===== config.mk =====
export PLATFORM = sky130hd
export DESIGN_NAME = dma_channel_controller_core
export DESIGN_NICKNAME = d
export VERILOG_FILES = /design/src/rtl/dmacc_pkg.sv /design/src/rtl/dma_channel_controller_core.sv /design/src/rtl/dmacc_fifo.sv /design/src/rtl/dmacc_front.sv /design/src/rtl/dmacc_back.sv
export SDC_FILE = /design/constraint.sdc
export NUM_CORES = 2
export LEC_CHECK = 0
export ABC_AREA = 1
export BUFFER_PORTS_ARGS = -buffer_cell sky130_fd_sc_hd__buf_2
export CAP_MARGIN = 20
export CORE_ASPECT_RATIO = 1.75
export CORE_UTILIZATION = 50
export CTS_BUF_LIST = sky130_fd_sc_hd__clkbuf_4 sky130_fd_sc_hd__clkbuf_8
export CTS_CLUSTER_DIAMETER = 60
export DETAILED_ROUTE_END_ITERATION = 12
export PLACE_DENSITY = 0.72
export SYNTH_ARGS = -nofsm -noshare
export SYNTH_HDL_FRONTEND = slang
export SYNTH_SLANG_ARGS = --single-unit

===== constraint.sdc =====
create_clock -name clk -period 10.5 [get_ports clk]
set_clock_uncertainty 0.2 [all_clocks]
set_input_delay 0.525 -clock clk [delete_from_list [all_inputs] [get_ports clk]]
set_output_delay 0.525 -clock clk [all_outputs]
set_load 0.01 [all_outputs]

===== src/rtl/dmacc_pkg.sv =====
`timescale 1ns / 1ps
`default_nettype none

package dmacc_pkg;

    localparam int DEF_CHANNELS    = 4;
    localparam int DEF_BURST_BEATS = 4;
    localparam int QUEUE_DEPTH     = 2;
    localparam int MAX_RESULTS     = 16;

    localparam logic [31:0] WIN_BASE    = 32'h4B00_0000;
    localparam int          CTRL_STRIDE = 64;

    // Register offsets within a channel
    localparam logic [5:0] OFF_SSRC = 6'h00;
    localparam logic [5:0] OFF_SCTL = 6'h04;
    localparam logic [5:0] OFF_DST  = 6'h08;
    localparam logic [5:0] OFF_DCTL = 6'h0C;
    localparam logic [5:0] OFF_CON  = 6'h10;
    localparam logic [5:0] OFF_CNT  = 6'h14;
    localparam logic [5:0] OFF_CSRC = 6'h18;
    localparam logic [5:0] OFF_CDST = 6'h1C;
    localparam logic [5:0] OFF_TRIG = 6'h20;

    // Request types on the bus
    localparam logic [1:0] REQ_READ  = 2'd0;
    localparam logic [1:0] REQ_WRITE = 2'd1;
    localparam logic [1:0] REQ_HW    = 2'd2;
    localparam logic [1:0] REQ_TICK  = 2'd3;

    // Error codes
    localparam logic [2:0] ERR_OK       = 3'd0;
    localparam logic [2:0] ERR_BAD_REG  = 3'd1;
    localparam logic [2:0] ERR_RSV_SIZE = 3'd2;
    localparam logic [2:0] ERR_BAD_SEL  = 3'd3;
    localparam logic [2:0] ERR_WHOLE_HW = 3'd4;
    localparam logic [2:0] ERR_WINDOW   = 3'd5;

    // Control word bits
    localparam int CON_INT    = 29;
    localparam int CON_TSZ    = 28;
    localparam int CON_SERV   = 27;
    localparam int CON_SWHW   = 23;
    localparam int CON_RELOAD = 22;
    localparam logic [2:0] SEL_MAX = 3'd4;
    localparam logic [1:0] DSZ_RSV = 2'd3;

    typedef enum logic [2:0] {
        CMD_READ  = 3'd0,
        CMD_WRITE = 3'd1,
        CMD_REQ   = 3'd2,
        CMD_TICK  = 3'd3,
        CMD_BAD   = 3'd4
    } cmd_kind_t;

    typedef enum logic [3:0] {
        REG_SSRC = 4'd0,
        REG_SCTL = 4'd1,
        REG_DST  = 4'd2,
        REG_DCTL = 4'd3,
        REG_CON  = 4'd4,
        REG_CNT  = 4'd5,
        REG_CSRC = 4'd6,
        REG_CDST = 4'd7,
        REG_TRIG = 4'd8,
        REG_NONE = 4'd9
    } reg_sel_t;

    typedef struct packed {
        cmd_kind_t   kind;
        logic [1:0]  ch;
        reg_sel_t    reg_sel;
        logic [31:0] data;
        logic [3:0]  src;
    } cmd_t;

    typedef struct packed {
        logic [31:0] read_data;
        logic        beat_valid;
        logic [30:0] source_address;
        logic [30:0] dest_address;
        logic [1:0]  unit_size_log2;
        logic        irq_valid;
        logic [1:0]  irq_channel;
        logic        armed_valid;
        logic [3:0]  armed_source;
        logic [2:0]  error_code;
        logic        last;
    } res_t;

    function automatic logic [3:0] src_lookup(input logic [1:0] row, input logic [2:0] sel);
        logic [3:0] v;
        v = 4'd0;
        case (row)
            2'd0: case (sel)
                3'd0: v = 4'd0;  3'd1: v = 4'd2;  3'd2: v = 4'd5;
                3'd3: v = 4'd6;  3'd4: v = 4'd7;  default: v = 4'd0;
            endcase
            2'd1: case (sel)
                3'd0: v = 4'd1;  3'd1: v = 4'd3;  3'd2: v = 4'd12;
                3'd3: v = 4'd13; 3'd4: v = 4'd8;  default: v = 4'd0;
            endcase
            2'd2: case (sel)
                3'd0: v = 4'd11; 3'd1: v = 4'd12; 3'd2: v = 4'd5;
                3'd3: v = 4'd6;  3'd4: v = 4'd9;  default: v = 4'd0;
            endcase
            default: case (sel)
                3'd0: v = 4'd4;  3'd1: v = 4'd5;  3'd2: v = 4'd14;
                3'd3: v = 4'd6;  3'd4: v = 4'd10; default: v = 4'd0;
            endcase
        endcase
        return v;
    endfunction

endpackage

`default_nettype wire


===== src/rtl/dma_channel_controller_core.sv =====
// A read passes through S_IDLE, S_SINGLE and S_FINISH, a write through S_IDLE, S_WRITE,
// S_ARM and S_FINISH, and a write whose software trigger starts a transfer also runs it.
// A request or tick visits each channel in turn (S_REQ or S_TICK), then S_FINISH, and
// runs each atomic transfer through S_LOAD (request only), S_CHECK, S_BEAT and S_UPD.
// Items are served one at a time; a two-entry command queue lets the front accept
// while the back is busy. Output stalls hold the back end.
// Reset clears every channel register at once; no clearing pass is needed.
`timescale 1ns / 1ps
`default_nettype none

module dma_channel_controller_core
    import dmacc_pkg::*;
#(
    parameter int CHANNELS    = DEF_CHANNELS,
    parameter int BURST_BEATS = DEF_BURST_BEATS
) (
    input  wire logic        clk,
    input  wire logic        rst_n,
    input  wire logic        in_valid,
    output logic             in_ready,
    input  wire logic [1:0]  req_type,
    input  wire logic [7:0]  bus_offset,
    input  wire logic [31:0] write_data,
    input  wire logic [3:0]  request_source,
    output logic             out_valid,
    input  wire logic        out_ready,
    output logic [31:0]      read_data,
    output logic             beat_valid,
    output logic [30:0]      source_address,
    output logic [30:0]      dest_address,
    output logic [1:0]       unit_size_log2,
    output logic             irq_valid,
    output logic [1:0]       irq_channel,
    output logic             armed_valid,
    output logic [3:0]       armed_source,
    output logic [2:0]       error_code,
    output logic             last
);

    cmd_t push_cmd;
    cmd_t pop_cmd;
    logic push_valid, push_ready, pop_valid, pop_ready;
    res_t res;

    dmacc_front #(
        .CHANNELS(CHANNELS)
    ) u_front (
        .in_valid       (in_valid),
        .in_ready       (in_ready),
        .req_type       (req_type),
        .bus_offset     (bus_offset),
        .write_data     (write_data),
        .request_source (request_source),
        .push_valid     (push_valid),
        .push_ready     (push_ready),
        .push_cmd       (push_cmd)
    );

    dmacc_fifo #(
        .WIDTH($bits(cmd_t)),
        .DEPTH(QUEUE_DEPTH)
    ) u_queue (
        .clk        (clk),
        .rst_n      (rst_n),
        .push_valid (push_valid),
        .push_ready (push_ready),
        .push_data  (push_cmd),
        .pop_valid  (pop_valid),
        .pop_ready  (pop_ready),
        .pop_data   (pop_cmd)
    );

    dmacc_back #(
        .CHANNELS    (CHANNELS),
        .BURST_BEATS (BURST_BEATS)
    ) u_back (
        .clk       (clk),
        .rst_n     (rst_n),
        .q_valid   (pop_valid),
        .q_ready   (pop_ready),
        .q_cmd     (pop_cmd),
        .out_valid (out_valid),
        .out_ready (out_ready),
        .out_res   (res)
    );

    assign read_data      = res.read_data;
    assign beat_valid     = res.beat_valid;
    assign source_address = res.source_address;
    assign dest_address   = res.dest_address;
    assign unit_size_log2 = res.unit_size_log2;
    assign irq_valid      = res.irq_valid;
    assign irq_channel    = res.irq_channel;
    assign armed_valid    = res.armed_valid;
    assign armed_source   = res.armed_source;
    assign error_code     = res.error_code;
    assign last           = res.last;

    a_irq_on_beat: assert property (@(posedge clk) disable iff (!rst_n)
        out_valid && irq_valid |-> beat_valid && error_code == ERR_OK)
        else $error("interrupt without a clean beat");

    a_arm_alone: assert property (@(posedge clk) disable iff (!rst_n)
        out_valid && armed_valid |-> !beat_valid && error_code == ERR_OK)
        else $error("armed word carries a beat or an error");

    a_beat_size: assert property (@(posedge clk) disable iff (!rst_n)
        out_valid && beat_valid |-> unit_size_log2 != DSZ_RSV)
        else $error("beat with reserved size");

    a_pop_idle: assert property (@(posedge clk) disable iff (!rst_n)
        pop_valid && pop_ready |=> !pop_ready)
        else $error("command taken while back end busy");

endmodule

`default_nettype wire


===== src/rtl/dmacc_fifo.sv =====
`timescale 1ns / 1ps
`default_nettype none

module dmacc_fifo #(
    parameter int WIDTH = 8,
    parameter int DEPTH = 2
) (
    input  wire logic             clk,
    input  wire logic             rst_n,
    input  wire logic             push_valid,
    output logic                  push_ready,
    input  wire logic [WIDTH-1:0] push_data,
    output logic                  pop_valid,
    input  wire logic             pop_ready,
    output logic [WIDTH-1:0]      pop_data
);

    localparam int PW = (DEPTH > 1) ? $clog2(DEPTH) : 1;
    localparam int CW = $clog2(DEPTH + 1);

    logic [WIDTH-1:0] slot_reg [DEPTH];
    logic [PW-1:0]    wr_ptr_reg, wr_ptr_next;
    logic [PW-1:0]    rd_ptr_reg, rd_ptr_next;
    logic [CW-1:0]    fill_reg, fill_next;
    logic             push, pop;

    assign push_ready = (fill_reg != CW'(DEPTH));
    assign pop_valid  = (fill_reg != '0);
    assign pop_data   = slot_reg[rd_ptr_reg];
    assign push       = push_valid && push_ready;
    assign pop        = pop_valid && pop_ready;

    always_comb
    begin
        wr_ptr_next = wr_ptr_reg;
        rd_ptr_next = rd_ptr_reg;
        fill_next   = fill_reg;
        if (push)
        begin
            wr_ptr_next = (wr_ptr_reg == PW'(DEPTH - 1)) ? '0 : wr_ptr_reg + PW'(1);
        end
        if (pop)
        begin
            rd_ptr_next = (rd_ptr_reg == PW'(DEPTH - 1)) ? '0 : rd_ptr_reg + PW'(1);
        end
        if (push && !pop)
        begin
            fill_next = fill_reg + CW'(1);
        end
        else if (pop && !push)
        begin
            fill_next = fill_reg - CW'(1);
        end
    end

    always_ff @(posedge clk or negedge rst_n)
    begin
        if (!rst_n)
        begin
            wr_ptr_reg <= '0;
            rd_ptr_reg <= '0;
            fill_reg   <= '0;
        end
        else
        begin
            wr_ptr_reg <= wr_ptr_next;
            rd_ptr_reg <= rd_ptr_next;
            fill_reg   <= fill_next;
        end
    end

    always_ff @(posedge clk)
    begin
        if (push)
        begin
            slot_reg[wr_ptr_reg] <= push_data;
        end
    end

endmodule

`default_nettype wire


===== src/rtl/dmacc_front.sv =====
`timescale 1ns / 1ps
`default_nettype none

module dmacc_front
    import dmacc_pkg::*;
#(
    parameter int CHANNELS = DEF_CHANNELS
) (
    input  wire logic        in_valid,
    output logic             in_ready,
    input  wire logic [1:0]  req_type,
    input  wire logic [7:0]  bus_offset,
    input  wire logic [31:0] write_data,
    input  wire logic [3:0]  request_source,
    output logic             push_valid,
    input  wire logic        push_ready,
    output cmd_t             push_cmd
);

    reg_sel_t sel;
    logic     ch_bad;
    logic     ro_write;

    assign ch_bad = (int'(bus_offset[7:6]) >= CHANNELS);

    always_comb
    begin
        case (bus_offset[5:0])
            OFF_SSRC: sel = REG_SSRC;
            OFF_SCTL: sel = REG_SCTL;
            OFF_DST:  sel = REG_DST;
            OFF_DCTL: sel = REG_DCTL;
            OFF_CON:  sel = REG_CON;
            OFF_CNT:  sel = REG_CNT;
            OFF_CSRC: sel = REG_CSRC;
            OFF_CDST: sel = REG_CDST;
            OFF_TRIG: sel = REG_TRIG;
            default:  sel = REG_NONE;
        endcase
    end

    assign ro_write = (sel == REG_CNT) || (sel == REG_CSRC) || (sel == REG_CDST);

    // Classify the word; bad register accesses are settled here
    always_comb
    begin
        push_cmd.ch      = bus_offset[7:6];
        push_cmd.reg_sel = sel;
        push_cmd.data    = write_data;
        push_cmd.src     = request_source;
        case (req_type)
            REQ_READ:  push_cmd.kind = (ch_bad || sel == REG_NONE) ? CMD_BAD : CMD_READ;
            REQ_WRITE: push_cmd.kind = (ch_bad || sel == REG_NONE || ro_write)
                                       ? CMD_BAD : CMD_WRITE;
            REQ_HW:    push_cmd.kind = CMD_REQ;
            default:   push_cmd.kind = CMD_TICK;
        endcase
    end

    assign push_valid = in_valid;
    assign in_ready   = push_ready;

endmodule

`default_nettype wire


===== src/rtl/dmacc_back.sv =====
`timescale 1ns / 1ps
`default_nettype none

module dmacc_back
    import dmacc_pkg::*;
#(
    parameter int CHANNELS    = DEF_CHANNELS,
    parameter int BURST_BEATS = DEF_BURST_BEATS
) (
    input  wire logic clk,
    input  wire logic rst_n,
    input  wire logic q_valid,
    output logic      q_ready,
    input  cmd_t      q_cmd,
    output logic      out_valid,
    input  wire logic out_ready,
    output res_t      out_res
);

    localparam int CHW = (CHANNELS > 1) ? $clog2(CHANNELS) : 1;
    localparam int BW  = $clog2(BURST_BEATS + 1);
    localparam logic [31:0] WIN_SPAN = 32'(CHANNELS * CTRL_STRIDE);

    typedef enum logic [10:0] {
        S_IDLE   = 11'b000_0000_0001,
        S_SINGLE = 11'b000_0000_0010,
        S_WRITE  = 11'b000_0000_0100,
        S_ARM    = 11'b000_0000_1000,
        S_REQ    = 11'b000_0001_0000,
        S_TICK   = 11'b000_0010_0000,
        S_LOAD   = 11'b000_0100_0000,
        S_CHECK  = 11'b000_1000_0000,
        S_BEAT   = 11'b001_0000_0000,
        S_UPD    = 11'b010_0000_0000,
        S_FINISH = 11'b100_0000_0000
    } state_t;

    function automatic logic in_win(input logic [31:0] a);
        return (a >= WIN_BASE) && ((a - WIN_BASE) < WIN_SPAN);
    endfunction

    state_t state_reg, state_next;
    logic   next_ch;

    logic [30:0] ssrc_reg [CHANNELS], ssrc_next [CHANNELS];
    logic [1:0]  sctl_reg [CHANNELS], sctl_next [CHANNELS];
    logic [30:0] sdst_reg [CHANNELS], sdst_next [CHANNELS];
    logic [1:0]  dctl_reg [CHANNELS], dctl_next [CHANNELS];
    logic [31:0] ctl_reg  [CHANNELS], ctl_next  [CHANNELS];
    logic [19:0] cnt_reg  [CHANNELS], cnt_next  [CHANNELS];
    logic [31:0] csrc_reg [CHANNELS], csrc_next [CHANNELS];
    logic [31:0] cdst_reg [CHANNELS], cdst_next [CHANNELS];
    logic [2:0]  trig_reg [CHANNELS], trig_next [CHANNELS];
    logic        pend_reg [CHANNELS], pend_next [CHANNELS];

    cmd_t          cmd_reg, cmd_next;
    logic [CHW-1:0] ch_reg, ch_next;
    logic [BW-1:0]  beat_reg, beat_next;
    logic           was_on_reg, was_on_next;
    logic [4:0]     res_cnt_reg, res_cnt_next;
    res_t           hold_reg, hold_next;
    logic           hold_valid_reg, hold_valid_next;
    res_t           out_res_reg, out_res_next;
    logic           out_valid_reg, out_valid_next;

    // Selected channel view
    logic [31:0] con_w, csrc_w, cdst_w, off_w, step_w, sa_w, da_w;
    logic [19:0] cnt_w, newtc_w, load_cnt_w;
    logic [2:0]  trig_w, sel_w, tdata_w, tnew_w;
    logic [1:0]  dsz_w;
    logic [BW-1:0] beats_w;
    logic [3:0]  tbl_w;
    logic on_w, swhw_w, serv_w, sel_bad_w, last_beat_w, irq_w, win_hit_w;

    logic put_en, out_free, cnt_full, go;
    res_t put_res;

    assign con_w     = ctl_reg[ch_reg];
    assign csrc_w    = csrc_reg[ch_reg];
    assign cdst_w    = cdst_reg[ch_reg];
    assign cnt_w     = cnt_reg[ch_reg];
    assign trig_w    = trig_reg[ch_reg];
    assign dsz_w     = con_w[21:20];
    assign beats_w   = con_w[CON_TSZ] ? BW'(BURST_BEATS) : BW'(1);
    assign on_w      = trig_w[1];
    assign swhw_w    = con_w[CON_SWHW];
    assign serv_w    = con_w[CON_SERV];
    assign sel_w     = con_w[26:24];
    assign sel_bad_w = (sel_w > SEL_MAX);
    assign tbl_w     = src_lookup(2'(ch_reg), sel_w);
    assign off_w     = 32'(beat_reg) << dsz_w;
    assign step_w    = 32'(beats_w) << dsz_w;
    assign sa_w      = csrc_w + off_w;
    assign da_w      = cdst_w + off_w;
    assign win_hit_w = in_win(sa_w) || in_win(da_w);
    assign newtc_w   = cnt_w - 20'd1;
    assign irq_w     = (newtc_w == 20'd0) && con_w[CON_INT];
    assign last_beat_w = (beat_reg == beats_w - BW'(1));
    assign load_cnt_w  = (cnt_w == 20'd0) ? con_w[19:0] : cnt_w;
    assign tdata_w   = cmd_reg.data[2:0];
    assign tnew_w    = {tdata_w[2], tdata_w[1] && !tdata_w[2], 1'b0};
    assign next_ch   = (ch_reg == CHW'(CHANNELS - 1));

    // Result produced by the current step, if any
    always_comb
    begin
        put_en  = 1'b0;
        put_res = '0;
        case (state_reg)
            S_SINGLE:
            begin
                put_en = 1'b1;
                if (cmd_reg.kind == CMD_BAD)
                begin
                    put_res.error_code = ERR_BAD_REG;
                end
                else
                begin
                    case (cmd_reg.reg_sel)
                        REG_SSRC: put_res.read_data = {1'b0, ssrc_reg[ch_reg]};
                        REG_SCTL: put_res.read_data = {30'd0, sctl_reg[ch_reg]};
                        REG_DST:  put_res.read_data = {1'b0, sdst_reg[ch_reg]};
                        REG_DCTL: put_res.read_data = {30'd0, dctl_reg[ch_reg]};
                        REG_CON:  put_res.read_data = con_w;
                        REG_CNT:  put_res.read_data = {12'd0, cnt_w};
                        REG_CSRC: put_res.read_data = {1'b0, csrc_w[30:0]};
                        REG_CDST: put_res.read_data = {1'b0, cdst_w[30:0]};
                        REG_TRIG: put_res.read_data = {29'd0, trig_w};
                        default:  put_res.read_data = '0;
                    endcase
                end
            end
            S_ARM:
            begin
                if (!was_on_reg && on_w && swhw_w)
                begin
                    put_en = 1'b1;
                    if (sel_bad_w)
                    begin
                        put_res.error_code = ERR_BAD_SEL;
                    end
                    else
                    begin
                        put_res.armed_valid  = 1'b1;
                        put_res.armed_source = tbl_w;
                    end
                end
            end
            S_REQ:
            begin
                if (on_w && swhw_w)
                begin
                    if (sel_bad_w)
                    begin
                        put_en = 1'b1;
                        put_res.error_code = ERR_BAD_SEL;
                    end
                    else if (tbl_w == cmd_reg.src && serv_w)
                    begin
                        put_en = 1'b1;
                        put_res.error_code = ERR_WHOLE_HW;
                    end
                end
            end
            S_CHECK:
            begin
                if (dsz_w == DSZ_RSV)
                begin
                    put_en = 1'b1;
                    put_res.error_code = ERR_RSV_SIZE;
                end
                else if (win_hit_w)
                begin
                    put_en = 1'b1;
                    put_res.error_code = ERR_WINDOW;
                end
            end
            S_BEAT:
            begin
                put_en = 1'b1;
                put_res.beat_valid     = 1'b1;
                put_res.source_address = sa_w[30:0];
                put_res.dest_address   = da_w[30:0];
                put_res.unit_size_log2 = dsz_w;
                put_res.irq_valid      = last_beat_w && irq_w;
                put_res.irq_channel    = irq_w ? 2'(ch_reg) : 2'd0;
            end
            default:
            begin
                put_en = 1'b0;
            end
        endcase
    end

    assign out_free = !out_valid_reg || out_ready;
    assign cnt_full = (res_cnt_reg == 5'(MAX_RESULTS));
    assign go       = (state_reg == S_FINISH) ? out_free
                    : (!put_en || cnt_full || !hold_valid_reg || out_free);
    assign q_ready  = (state_reg == S_IDLE);

    always_comb
    begin
        state_next      = state_reg;
        ssrc_next       = ssrc_reg;
        sctl_next       = sctl_reg;
        sdst_next       = sdst_reg;
        dctl_next       = dctl_reg;
        ctl_next        = ctl_reg;
        cnt_next        = cnt_reg;
        csrc_next       = csrc_reg;
        cdst_next       = cdst_reg;
        trig_next       = trig_reg;
        pend_next       = pend_reg;
        cmd_next        = cmd_reg;
        ch_next         = ch_reg;
        beat_next       = beat_reg;
        was_on_next     = was_on_reg;
        res_cnt_next    = res_cnt_reg;
        hold_next       = hold_reg;
        hold_valid_next = hold_valid_reg;
        out_res_next    = out_res_reg;
        out_valid_next  = out_valid_reg && !out_ready;

        if (go)
        begin
            // Hold the newest result back until the next one shows whether it is last
            if (put_en && !cnt_full)
            begin
                if (hold_valid_reg)
                begin
                    out_res_next   = hold_reg;
                    out_valid_next = 1'b1;
                end
                hold_next       = put_res;
                hold_valid_next = 1'b1;
                res_cnt_next    = res_cnt_reg + 5'd1;
            end

            case (state_reg)
                S_IDLE:
                begin
                    if (q_valid)
                    begin
                        cmd_next = q_cmd;
                        case (q_cmd.kind)
                            CMD_WRITE:
                            begin
                                ch_next    = CHW'(q_cmd.ch);
                                state_next = S_WRITE;
                            end
                            CMD_REQ:
                            begin
                                ch_next    = '0;
                                state_next = S_REQ;
                            end
                            CMD_TICK:
                            begin
                                ch_next    = '0;
                                state_next = S_TICK;
                            end
                            default:
                            begin
                                ch_next    = CHW'(q_cmd.ch);
                                state_next = S_SINGLE;
                            end
                        endcase
                    end
                end
                S_SINGLE:
                begin
                    state_next = S_FINISH;
                end
                S_WRITE:
                begin
                    was_on_next = on_w;
                    state_next  = S_ARM;
                    case (cmd_reg.reg_sel)
                        REG_SSRC: ssrc_next[ch_reg] = cmd_reg.data[30:0];
                        REG_SCTL: sctl_next[ch_reg] = cmd_reg.data[1:0];
                        REG_DST:  sdst_next[ch_reg] = cmd_reg.data[30:0];
                        REG_DCTL: dctl_next[ch_reg] = cmd_reg.data[1:0];
                        REG_CON:  ctl_next[ch_reg]  = cmd_reg.data;
                        REG_TRIG:
                        begin
                            trig_next[ch_reg] = tnew_w;
                            if (tdata_w[2])
                            begin
                                cnt_next[ch_reg]  = '0;
                                pend_next[ch_reg] = 1'b0;
                            end
                            // software trigger on a switched-on software-mode channel
                            if (tdata_w[0] && tnew_w[1] && !swhw_w)
                            begin
                                state_next = S_LOAD;
                            end
                        end
                        default:
                        begin
                            state_next = S_ARM;
                        end
                    endcase
                end
                S_ARM:
                begin
                    state_next = S_FINISH;
                end
                S_REQ:
                begin
                    if (on_w && swhw_w && !sel_bad_w && tbl_w == cmd_reg.src && !serv_w)
                    begin
                        state_next = S_LOAD;
                    end
                    else if (next_ch)
                    begin
                        state_next = S_FINISH;
                    end
                    else
                    begin
                        ch_next = ch_reg + CHW'(1);
                    end
                end
                S_TICK:
                begin
                    if (pend_reg[ch_reg] && on_w && serv_w && cnt_w != 20'd0)
                    begin
                        beat_next  = '0;
                        state_next = S_CHECK;
                    end
                    else
                    begin
                        pend_next[ch_reg] = 1'b0;
                        if (next_ch)
                        begin
                            state_next = S_FINISH;
                        end
                        else
                        begin
                            ch_next = ch_reg + CHW'(1);
                        end
                    end
                end
                S_LOAD:
                begin
                    if (cnt_w == 20'd0)
                    begin
                        cnt_next[ch_reg]  = con_w[19:0];
                        csrc_next[ch_reg] = {1'b0, ssrc_reg[ch_reg]};
                        cdst_next[ch_reg] = {1'b0, sdst_reg[ch_reg]};
                    end
                    beat_next = '0;
                    if (load_cnt_w == 20'd0)
                    begin
                        state_next = S_UPD;
                    end
                    else
                    begin
                        state_next = S_CHECK;
                    end
                end
                S_CHECK:
                begin
                    if (dsz_w == DSZ_RSV || win_hit_w)
                    begin
                        pend_next[ch_reg] = 1'b0;
                        state_next = S_UPD;
                    end
                    else if (last_beat_w)
                    begin
                        beat_next  = '0;
                        state_next = S_BEAT;
                    end
                    else
                    begin
                        beat_next = beat_reg + BW'(1);
                    end
                end
                S_BEAT:
                begin
                    if (last_beat_w)
                    begin
                        // mark the commit pass with a full beat index
                        beat_next  = beats_w;
                        state_next = S_UPD;
                    end
                    else
                    begin
                        beat_next = beat_reg + BW'(1);
                    end
                end
                S_UPD:
                begin
                    // only commit after a completed set of beats
                    if (beat_reg == beats_w && beat_reg != '0)
                    begin
                        if (!sctl_reg[ch_reg][0])
                        begin
                            csrc_next[ch_reg] = csrc_w + step_w;
                        end
                        if (!dctl_reg[ch_reg][0])
                        begin
                            cdst_next[ch_reg] = cdst_w + step_w;
                        end
                        cnt_next[ch_reg] = newtc_w;
                        if (newtc_w == 20'd0)
                        begin
                            pend_next[ch_reg] = 1'b0;
                            if (con_w[CON_RELOAD])
                            begin
                                trig_next[ch_reg] = {trig_w[2], 1'b0, trig_w[0]};
                            end
                        end
                        else
                        begin
                            pend_next[ch_reg] = serv_w;
                        end
                    end
                    beat_next = '0;
                    case (cmd_reg.kind)
                        CMD_WRITE:
                        begin
                            state_next = S_ARM;
                        end
                        CMD_REQ, CMD_TICK:
                        begin
                            if (next_ch)
                            begin
                                state_next = S_FINISH;
                            end
                            else
                            begin
                                ch_next    = ch_reg + CHW'(1);
                                state_next = (cmd_reg.kind == CMD_REQ) ? S_REQ : S_TICK;
                            end
                        end
                        default:
                        begin
                            state_next = S_FINISH;
                        end
                    endcase
                end
                S_FINISH:
                begin
                    out_res_next      = hold_valid_reg ? hold_reg : '0;
                    out_res_next.last = 1'b1;
                    out_valid_next    = 1'b1;
                    hold_valid_next   = 1'b0;
                    res_cnt_next      = '0;
                    state_next        = S_IDLE;
                end
                default:
                begin
                    state_next = S_IDLE;
                end
            endcase
        end
    end

    always_ff @(posedge clk or negedge rst_n)
    begin
        if (!rst_n)
        begin
            state_reg      <= S_IDLE;
            for (int i = 0; i < CHANNELS; i++)
            begin
                ssrc_reg[i] <= '0;
                sctl_reg[i] <= '0;
                sdst_reg[i] <= '0;
                dctl_reg[i] <= '0;
                ctl_reg[i]  <= '0;
                cnt_reg[i]  <= '0;
                csrc_reg[i] <= '0;
                cdst_reg[i] <= '0;
                trig_reg[i] <= '0;
                pend_reg[i] <= 1'b0;
            end
            cmd_reg        <= '0;
            ch_reg         <= '0;
            beat_reg       <= '0;
            was_on_reg     <= 1'b0;
            res_cnt_reg    <= '0;
            hold_reg       <= '0;
            hold_valid_reg <= 1'b0;
            out_res_reg    <= '0;
            out_valid_reg  <= 1'b0;
        end
        else
        begin
            state_reg      <= state_next;
            ssrc_reg       <= ssrc_next;
            sctl_reg       <= sctl_next;
            sdst_reg       <= sdst_next;
            dctl_reg       <= dctl_next;
            ctl_reg        <= ctl_next;
            cnt_reg        <= cnt_next;
            csrc_reg       <= csrc_next;
            cdst_reg       <= cdst_next;
            trig_reg       <= trig_next;
            pend_reg       <= pend_next;
            cmd_reg        <= cmd_next;
            ch_reg         <= ch_next;
            beat_reg       <= beat_next;
            was_on_reg     <= was_on_next;
            res_cnt_reg    <= res_cnt_next;
            hold_reg       <= hold_next;
            hold_valid_reg <= hold_valid_next;
            out_res_reg    <= out_res_next;
            out_valid_reg  <= out_valid_next;
        end
    end

    assign out_valid = out_valid_reg;
    assign out_res   = out_res_reg;

endmodule

`default_nettype wire

==> results.md <==
- Status: finished, final reports clean
- Post-synthesis sequential area ratio: 0.484
- Ports: 161
- WL final: 211000 um
- CP startpoint kind: flop
- Rows: 166
- Max stage delay on crit path: 910 ps
- Most used flip-flop cell after synthesis: dfrtp_1
- Hold buffer count at CTS: 54
- Hold WS: 89.0 ps
- Final hold vios: 0
- Antenna-violating nets left: 0
- Critical-path maximum fanout: 150
- P_sw: 0.00855 W
- Die height: 456 um
- Count leader, synth: nand2_1
- Slew @ Worst Pin: 1170 ps
- Top cells by area, synth: dfrtp_1 (44%), nand2_1 (15%), o21ai_0 (8.0%), edfxtp_1 (4.6%), nand3_1 (3.3%)
- Logic pwr share: 0.477
- I/O Buffers: 160
- CTS tree: built
- GPL Wtd Cong: 1.01
- Synth warn: 0
- Max Freq: 0.117 GHz
- Most area-hungry cell type in the Yosys netlist: dfrtp_1
- Post-synth net total: 7602
- Pins over their slew limit: 0
- First-pass GRT wire length: 316000 um
- Post-CTS Setup Inserts: 0
- Total Power: 0.0175 W
- DRC violations left: 0
- Setup Viol. Count Final: 0
- Tmin final: 8550 ps
- Pin count of the biggest net entering global routing: 178
- Max cap viols: 0
- # H-tree levels: 4
- Initial core utilization: 0.504
- Initial antenna violation count: 9
- Required @ worst endpoint: 10970 ps
- Core ar.: 0.117 mm2
- Syn Area/Cell: 7.85 um2
- CP arrival: 9010 ps
- Via count: 54688
- Critical Path End Type: flop
- Worst-Skew Late Latency: 970 ps
- Synth cell types: 69
- P_leak: 29.6 nW
- Root Driver: clkbuf_8
- Final period utilization: 0.814
- 1st-iter DRT viols: 5997
- Clock Power Share: 0.225
- Sw Share: 0.490
- CP max-delay cell: dfrtp_4
- Clk sink count: 1122
- Slew HR: 0.218
- Number of global-route vias before repair: 51945
- Post-synth top cells: nand2_1 (2342), dfrtp_1 (1031), o21ai_0 (943), inv_1 (463), nand3_1 (385)
- Yosys top cell area share: 0.437
- P_int: 0.00892 W
- Vias per cell: 6.00
- Gr ovfl total: 0
- Seq cells post-synth: 1122
- Cell mode on critical path: nand2_1
- Syn-to-layout area delta: 9.76%
- Post-synth EDFFs: 90
- Post-synth ARST share: 0.920
- Cts bufs inserted: 166
- Die X: 262 um
- Hold Path Class: in -> reg
- DRT Pass-1 Iters: 8
- Layout cells sized above 1: 0.0917
- CTS max path bufs: 3
- Reg clk slew, reported paths: 70 ps
- RSZ-0062 raised after global routing: no
- Synth Instances: 7515
- HPWL after DPL: 141000 um
- Final nets: 7551
- Die ar.: 0.119 mm2
- PostCTS Resize Cnt: 0
- Pwr dens: 270 mW/mm2
- Final TNS setup: 0 ps
- Reg power frac: 0.297
- DR WL/cell: 23.1 um
- WS Path Type: reg -> reg
- Post-Syn Area: 0.0590 mm2
- Gr usage total: 0.352
- VDD IR max: 0.208 mV
- Filler cell count: 11001
[kinds of logic after synthesis]
logic type                 synth area share
and+or+nand+nor                       0.236
muxes                               0.00713
DFF                                   0.484
buffers and inverters                0.0710
xor gates and xnor gates             0.0139
adders and majority gates           0.00836
AOI/OAI and AO/OA                     0.179
[power groups by stage]
stage                     registers, W  clock network (W)  logic, W
after floorplan                0.00509                  0   0.00518
final                          0.00519            0.00394   0.00834
after global placement         0.00525                  0   0.00792
after global routing           0.00523            0.00415   0.00884
after CTS                      0.00518            0.00398   0.00803
after detailed placement       0.00526                  0   0.00798
[per-stage QoR]
stage,setup slack [ps],cell area [um2],cells,utilization
6_report,1950,64700,9112,0.554
5_1_grt,1630,64700,9109,0.554
4_1_cts,2270,64600,9100,0.553
3_5_place_dp,2260,60400,8750,0.517
3_3_place_gp,2390,60400,8748,0.516
2_1_floorplan,4470,59000,7515,-
[worst paths after layout]
check	from	endpoint	slack, ps	depth (start not counted)
setup / recovery	u_back.ch_reg[0]	u_back.hold_reg[75]	1950	26
hold / removal	write_data[18]	u_queue.slot_reg[1][22]	90	2
min in group asynchronous	rst_n	u_back.sdst_reg[106]	390	3
setup reg to reg	u_back.ch_reg[0]	u_back.hold_reg[75]	1950	26
max in group asynchronous	rst_n	u_back.ssrc_reg[78]	7540	5
hold reg to reg	u_back.cnt_reg[28]	u_back.cnt_reg[28]	270	2
[layout by cell type (no fill, tap or decap), types with 70 or more instances in the layout]
master	synthesis	routed
nor2_1	311	307
nand2_1	2342	2329
o21ai_0	943	943
edfxtp_1	90	90
xor2_1	70	70
dfrtp_1	1031	1028
o22ai_1	70	70
buf_4	26	80
inv_1	463	457
o21ai_1	109	109
nor3_1	243	243
a32o_1	74	74
buf_2	89	160
clkbuf_8	0	200
o31ai_1	135	135
nand3_1	385	384
a21oi_1	298	298
[layer usage]
| metal | GRT usage | share of wire | wire [um] |
|---|---|---|---|
| met1 | 0.399 | 0.35 | 74700 |
| met2 | 0.562 | 0.47 | 98000 |
| met3 | 0.0850 | 0.087 | 18200 |
| met4 | 0.282 | 0.093 | 19600 |
| met5 | 0 | 0.00019 | 39 |
[worst max-delay path: cells and delay by family (launching register included)]
kind	cells	cell delay, ps
AO/OA/AOI/OAI	5	1950
XOR/XNOR	1	310
adder cells (fa/ha/maj)	1	430
buffers and inverters	1	390
flip-flops	1	910
AND/OR/NAND/NOR	18	3880
[cell type report]
class	count	area, um2	share of cell area
clock inverter	38	460	0.00711
tap	1512	1890	0.0292
clock buffer	258	3190	0.0493
multi-input combinational	5373	26400	0.408
antenna	8	20.0	0.000309
inverter	486	1850	0.0286
sequential	1122	28500	0.441
timing repair buffer	315	2380	0.0368
Note: power is estimated with default switching activity, not from simulation.
